<file path="config.mk">
export PLATFORM = sky130hd
export DESIGN_NAME = client_access_table
export DESIGN_NICKNAME = d
export VERILOG_FILES = /design/src/rtl/core/cat_pkg.sv /design/src/rtl/core/client_access_table.sv
export SDC_FILE = /design/constraint.sdc
export NUM_CORES = 2
export LEC_CHECK = 0
export BUFFER_PORTS_ARGS = -buffer_cell sky130_fd_sc_hd__buf_4
export CAP_MARGIN = 20
export CORE_MARGIN = 1
export CORE_UTILIZATION = 56
export DETAILED_ROUTE_END_ITERATION = 8
export PLACE_DENSITY = 0.72
export SYNTH_ARGS = -nofsm -noshare
export SYNTH_HDL_FRONTEND = slang
export SYNTH_SLANG_ARGS = --single-unit
</file>
<file path="constraint.sdc">
create_clock -name clk -period 13.05 [get_ports clk]
set_input_delay 1.9575 -clock clk [delete_from_list [all_inputs] [get_ports clk]]
set_output_delay 1.9575 -clock clk [all_outputs]
set_load 0.01 [all_outputs]
</file>
<file path="src/rtl/core/cat_pkg.sv">
// ----------------------------------------------------------------------------
// cat_pkg: client access table shared types and constants
// Request and result payload structs, command codes and the table entry layout.
// ----------------------------------------------------------------------------
`default_nettype none

package cat_pkg;

	// Command codes
	localparam logic [2:0] CMD_CLEAR     = 3'd0;
	localparam logic [2:0] CMD_ADMIT     = 3'd1;
	localparam logic [2:0] CMD_REVOKE_IP = 3'd2;
	localparam logic [2:0] CMD_REVOKE_HW = 3'd3;
	localparam logic [2:0] CMD_QUERY     = 3'd4;

	localparam int IP_W = 32;
	localparam int HW_W = 48;

	// One request
	typedef struct packed {
		logic [2:0]      command;
		logic [IP_W-1:0] ip_addr;
		logic [HW_W-1:0] hw_addr;
		logic            hw_addr_given;
	} req_t;

	// One result
	typedef struct packed {
		logic admitted;
		logic table_full;
	} rsp_t;

	// Stored entry payload; the valid mark lives in flip-flops
	typedef struct packed {
		logic [IP_W-1:0] ip;
		logic [HW_W-1:0] hw;
		logic            hw_known;
	} entry_t;

endpackage

`default_nettype wire

</file>
<file path="src/rtl/core/client_access_table.sv">
// ----------------------------------------------------------------------------
// client_access_table: table of admitted network clients
// Entries hold an IPv4 address and an optional hardware address; requests
// clear, admit, revoke or query them by scanning the table one entry a cycle.
// ----------------------------------------------------------------------------
//  channel   | ports                  | handshake
//  ----------+------------------------+---------------------------------------
//  request   | start, busy, request   | taken at an edge with start=1, busy=0
//  result    | done, result           | one cycle strobe, cannot be held off
//
//  Each request is scanned through the single read port of the entry memory:
//  one entry is read and compared per cycle, then the finish state applies the
//  admit write. busy drops in the cycle the result is shown, so the next
//  request may be taken there.
//  Reset clears all valid marks at once; no clearing pass is needed.
// ----------------------------------------------------------------------------
`default_nettype none

module client_access_table #(
	parameter int ENTRIES = 32
) (
	input  wire logic          clk,
	input  wire logic          arst_n,
	input  wire logic          start,
	output logic               busy,
	input  wire cat_pkg::req_t request,
	output logic               done,
	output cat_pkg::rsp_t      result
);

	localparam int IDX_W = (ENTRIES > 1) ? $clog2(ENTRIES) : 1;
	localparam int CNT_W = $clog2(ENTRIES + 1);
	localparam logic [IDX_W-1:0] LAST_IDX = IDX_W'(ENTRIES - 1);

	typedef enum logic [2:0] {
		ST_IDLE   = 3'b001,
		ST_SCAN   = 3'b010,
		ST_FINISH = 3'b100
	} state_t;

	state_t              state_q;
	cat_pkg::req_t       req_q;
	logic [CNT_W-1:0]    scan_q;
	logic [ENTRIES-1:0]  valid_q;

	cat_pkg::entry_t     mem [ENTRIES];
	cat_pkg::entry_t     rd_s1;
	logic [IDX_W-1:0]    idx_s1;
	logic                live_s1;

	logic                hw_found_q, ip_found_q, free_found_q, hit_q;
	logic [IDX_W-1:0]    hw_idx_q, ip_idx_q, free_idx_q;

	logic                accept;
	logic                ip_nz;
	logic                ent_valid;
	logic                ip_hit, hw_hit;
	logic                wr_en;
	logic [IDX_W-1:0]    wr_idx;
	cat_pkg::entry_t     wr_data;
	logic                set_valid;
	logic                full;

	assign accept    = start && (state_q == ST_IDLE);
	assign busy      = (state_q != ST_IDLE);
	assign ip_nz     = (req_q.ip_addr != '0);
	assign ent_valid = valid_q[idx_s1];
	assign ip_hit    = ent_valid && (rd_s1.ip == req_q.ip_addr);
	assign hw_hit    = ent_valid && rd_s1.hw_known && (rd_s1.hw == req_q.hw_addr);

	// Sequence the request: scan every entry, then finish
	always_ff @(posedge clk or negedge arst_n) begin
		if (!arst_n) begin
			state_q <= ST_IDLE;
			scan_q  <= '0;
			live_s1 <= 1'b0;
		end else begin
			unique case (state_q)
				ST_IDLE: begin
					live_s1 <= 1'b0;
					if (start) begin
						scan_q  <= '0;
						state_q <= ST_SCAN;
					end
				end
				ST_SCAN: begin
					live_s1 <= (scan_q < CNT_W'(ENTRIES));
					if (scan_q < CNT_W'(ENTRIES)) begin
						scan_q <= scan_q + CNT_W'(1);
					end
					if (live_s1 && (idx_s1 == LAST_IDX)) begin
						state_q <= ST_FINISH;
					end
				end
				ST_FINISH: begin
					live_s1 <= 1'b0;
					state_q <= ST_IDLE;
				end
				default: begin
					state_q <= ST_IDLE;
				end
			endcase
		end
	end

	// Hold the request for the whole scan
	always_ff @(posedge clk) begin
		if (accept) begin
			req_q <= request;
		end
	end

	// Read one entry per cycle; write the admitted entry at finish
	always_ff @(posedge clk) begin
		if (wr_en) begin
			mem[wr_idx] <= wr_data;
		end
		rd_s1  <= mem[scan_q[IDX_W-1:0]];
		idx_s1 <= scan_q[IDX_W-1:0];
	end

	// Track first hits and first free entry during the scan
	always_ff @(posedge clk or negedge arst_n) begin
		if (!arst_n) begin
			hw_found_q   <= 1'b0;
			ip_found_q   <= 1'b0;
			free_found_q <= 1'b0;
			hit_q        <= 1'b0;
			hw_idx_q     <= '0;
			ip_idx_q     <= '0;
			free_idx_q   <= '0;
		end else if (accept) begin
			hw_found_q   <= 1'b0;
			ip_found_q   <= 1'b0;
			free_found_q <= 1'b0;
			hit_q        <= 1'b0;
		end else if ((state_q == ST_SCAN) && live_s1) begin
			if (hw_hit && !hw_found_q) begin
				hw_found_q <= 1'b1;
				hw_idx_q   <= idx_s1;
			end
			if (ip_hit && !ip_found_q) begin
				ip_found_q <= 1'b1;
				ip_idx_q   <= idx_s1;
			end
			if (!ent_valid && !free_found_q) begin
				free_found_q <= 1'b1;
				free_idx_q   <= idx_s1;
			end
			if (ip_hit) begin
				hit_q <= 1'b1;
			end
		end
	end

	// Resolve the admit in priority order
	always_comb begin
		wr_en     = 1'b0;
		wr_idx    = free_idx_q;
		wr_data   = '{ip: req_q.ip_addr, hw: req_q.hw_addr, hw_known: 1'b1};
		set_valid = 1'b0;
		full      = 1'b0;
		if ((state_q == ST_FINISH) && (req_q.command == cat_pkg::CMD_ADMIT) && ip_nz) begin
			priority if (req_q.hw_addr_given && hw_found_q) begin
				wr_en  = 1'b1;
				wr_idx = hw_idx_q;
			end else if (ip_found_q) begin
				wr_en  = req_q.hw_addr_given;
				wr_idx = ip_idx_q;
			end else if (free_found_q) begin
				wr_en     = 1'b1;
				set_valid = 1'b1;
				wr_data   = '{ip: req_q.ip_addr,
					hw: req_q.hw_addr_given ? req_q.hw_addr : '0,
					hw_known: req_q.hw_addr_given};
			end else begin
				full = 1'b1;
			end
		end
	end

	// Update valid marks: revoke during scan, clear and fill at finish
	always_ff @(posedge clk or negedge arst_n) begin
		if (!arst_n) begin
			valid_q <= '0;
		end else if ((state_q == ST_SCAN) && live_s1) begin
			if ((req_q.command == cat_pkg::CMD_REVOKE_IP) && ip_nz && ip_hit) begin
				valid_q[idx_s1] <= 1'b0;
			end
			if ((req_q.command == cat_pkg::CMD_REVOKE_HW) && req_q.hw_addr_given && hw_hit) begin
				valid_q[idx_s1] <= 1'b0;
			end
		end else if (state_q == ST_FINISH) begin
			if (req_q.command == cat_pkg::CMD_CLEAR) begin
				valid_q <= '0;
			end else if (set_valid) begin
				valid_q[wr_idx] <= 1'b1;
			end
		end
	end

	// Drive the result strobe for one cycle
	always_ff @(posedge clk or negedge arst_n) begin
		if (!arst_n) begin
			done   <= 1'b0;
			result <= '0;
		end else begin
			done <= (state_q == ST_FINISH);
			if (state_q == ST_FINISH) begin
				result.admitted   <= (req_q.command == cat_pkg::CMD_QUERY) && ip_nz && hit_q;
				result.table_full <= full;
			end
		end
	end

endmodule

`default_nettype wire

</file>
==> results.md <==
- Drt total wl: 252 mm
- PwrDens: between 150 and 200 nW/um^2
- Static leakage: 37.2 nW
- RSZ-0062 raised after global routing: false
- Post-DRT Antenna Nets: 0
- GRT overflow: 0
- Vias in the first global route: about 49000
- Initial detailed-routing violation count: between 7000 and 8000
- Max-slew violation count: 0
- Clk_lat worst skew: 0.94 ns
- NumNets Final: between 4000 and 5000
- Register area: 83700 sq um
- Max Cap Violations: 0
- Top cells by area, synth: edfxtp_1, mux4_2, dfxtp_1
- Post-CTS resize count: 0
- Clk buf depth: 4
- Post-CTS Setup Bufs: 0
- Worst Tran Pin Value: around 1.1 ns
- Most frequent cell after synthesis: edfxtp_1
- Total power: around 0.023 W
- Worst Hold Class: flip-flop to flip-flop
- Drt drc: 0
- Synth unique cells: 58
- First-pass GRT wire length: ~360 mm
- Via-to-Cell Ratio: around 6.6
- Synth Warn #: 0
- Die width: around 440 um
- Combinational power share: 0.173
- Largest net degree at the start of global routing: between 100 and 150
- Layout overhead on the synthesized area: 13.1%
- Hold-fix buffers at CTS: 0
- Gr usage total: 0.265
- Share of layout cells above drive strength 1: 0.326
- Die area: between 150000 and 200000 sq um
- Crit. End Element: flip-flop
- Status: completed
- Synth top area share: 0.751
- H-tree depth: 5
- Fin crit share: 0.548
- Clock transition at path regs: ~0.060 ns
- Setup_tns: 0 ns
- Num CTS Buffers: 290
- CTS tree: built
- Post-detail-place hpwl: roughly 130 mm
- Sw Pwr: roughly 0.0056 W
- Synthesized area: ~110000 sq um
- Synthesized instance count: approximately 4400
- Max VDD drop: 139 uV
- Seq cells post-synth: ~2800
- CTS root buffer: clkbuf_16
- Clock Power Share: 0.352
- Top_reg_cell synth: edfxtp_1
- Worst Path Required: ~14 ns
- Slew headroom: 0.237
- Placer Congestion: roughly 0.83
- Initial antenna violation count: 6
- Sw Ratio: 0.249
- Period minus WS final: slightly above 7 ns
- Row count: 160
- Power share of the sequential group: 0.475
- Avg Cell Area, Syn: about 24 sq um
- Area of the multi-input gates: between 20000 and 25000 sq um
- # fillers: 12000
- Drt wl/cell: 33.9 um
- Max Clk Rate: 0.140 GHz
- # port buffers: 90
- Critical setup path kind: flip-flop to flip-flop
- Initial core utilization: 0.563
- Setup Viol. Count Final: 0
- Worst Skew: between 0.07 and 0.08 ns
- Ys async rst share: 0.0226
- First-pass iteration count of the detailed router: 5
- Post-synth top cells: edfxtp_1, mux4_2, clkbuf_1, mux2_2, dfxtp_1
- Setup crit start: req_q[51]
- Number of flops mapped to enable cells by yosys: approximately 2700
- # IOs: ~90
- Clk sinks: around 2800
- Vias: 49500
- Cell accounting for the most synthesized area: edfxtp_1
- Crit Path Max Fanout: 34
- Startpoint Class: flip-flop
- Mapped Nets: between 4000 and 5000
- Die Ht: 439 um
- Worst r2r src: req_q[51]
- Post-synthesis sequential area ratio: 0.783
- Fin. Hold Viols: 0
- Crit path DAT: 7.68 ns
- Hold wc startpoint: result[1]
- Placeable Area: 190000 sq um
- Cell-internal power: approximately 0.017 W
==> final timing paths <==
kind                                   end  slack [ns]  cells past startpoint
worst max-delay path            mem[6][54]        5.89                      9
worst min-delay path             result[1]        0.51                      2
worst max register to register  mem[6][54]        5.89                      9
worst min register to register   result[1]        0.51                      2
max in group asynchronous        scan_q[2]       11.30                      1
min in group asynchronous       valid_q[9]        1.12                      1
==> metrics by stage <==
| step | area (sq um) | instances | worst slack [ns] | hold WS (ns) | util |
|---|---|---|---|---|---|
| after global placement | 111000 | 6915 | 6.02 | 0.478 | 0.585 |
| final | 121000 | 7449 | 5.89 | 0.505 | 0.637 |
| after floorplan | 107000 | 4401 | 6.79 | 0.345 | - |
| after global routing | 121000 | 7445 | 5.69 | 0.516 | 0.636 |
| after CTS | 120000 | 7415 | 5.86 | 0.500 | 0.633 |
| after detailed placement | 111000 | 6916 | 5.87 | 0.481 | 0.586 |
==> logic make-up (layout without fill, tap and decap cells) <==
| logic type | after synthesis | in the layout | synth area share |
|---|---|---|---|
| AOI/OAI and AO/OA | 113 | 113 | 0.00744 |
| other | 0 | 4 | 0 |
| buffers and inverters | 217 | 750 | 0.00785 |
| DFF | 2826 | 2826 | 0.783 |
| xor gates and xnor gates | 84 | 84 | 0.00688 |
| muxes | 915 | 915 | 0.182 |
| and+or+nand+nor | 245 | 245 | 0.0127 |
| adders and majority gates | 1 | 1 | 0.000117 |
==> layer usage <==
metal | track usage | wire (um) | up-vias
met4 | 0.0609 | 4820 | 0
met2 | 0.408 | 121000 | 2761
met1 | 0.399 | 101000 | 26800
li1 | - | - | 19500
met3 | 0.0532 | 25300 | 358
met5 | 0 | 0 | -
==> placed cells by master, fill, tap and decap left out, types with 5 or more instances in the layout <==
cell        instances
clkinv_1           28
buf_4             211
xnor2_1            21
nor2_4             32
clkbuf_1           80
buf_8               9
mux2_2             96
dfxtp_1            86
a21oi_1            48
clkbuf_16         300
nand2_1            40
nand4_1            12
edfxtp_1         2676
clkbuf_8           29
mux4_2            818
clkinv_2           32
a22oi_1            22
nor4_1             25
xor2_1             63
nand2b_1            8
and2_1             51
dfrtp_1            58
dfrtp_4             5
bufinv_16          13
clkinvlp_4         10
buf_12              8
buf_16             17
nor2_1             32
o41ai_1            17
nand3_1             6
nor3_1             12
==> sequential cells by signal (all words and copies together) (netlist names) <==
name          flops
done              1
free_found_q      1
free_idx_q        5
hit_q             1
hw_found_q        1
hw_idx_q          5
idx_s1            5
ip_found_q        1
ip_idx_q          5
live_s1           1
mem            2592
rd_s1            81
req_q            84
result            2
scan_q            6
state_q           3
valid_q          32
==> power groups by stage <==
stage / clock network (W) / logic [W] / registers, W
after floorplan: 0 / 0.00269 / 0.0108
after global placement: 0 / 0.00374 / 0.0109
after detailed placement: 0 / 0.00379 / 0.0109
after CTS: 0.00800 / 0.00383 / 0.0107
after global routing: 0.00834 / 0.00411 / 0.0107
final: 0.00792 / 0.00389 / 0.0107
==> worst max-delay path: stages (launching register included) <==
cell and delay (ns):
edfxtp_1 0.81, nor4_1 0.84, nand4_1 0.78, o21ai_2 0.79, o2bb2ai_1 0.29, nor3b_1 0.31, nand2b_1 0.51, nor2_4 1.02
buf_4 0.72, buf_4 0.64
==> layout make-up <==
cell class,instances,area share
Sequential cell,2826,0.692
Multi-Input combinational cell,1358,0.187
Clock buffer,408,0.0675
Tap cell,2511,0.0260
Timing Repair Buffer,248,0.0199
Clock inverter,91,0.00687
Inverter,3,0.000135
Antenna cell,4,0.0000828
Power figures use the tool's default switching activity.
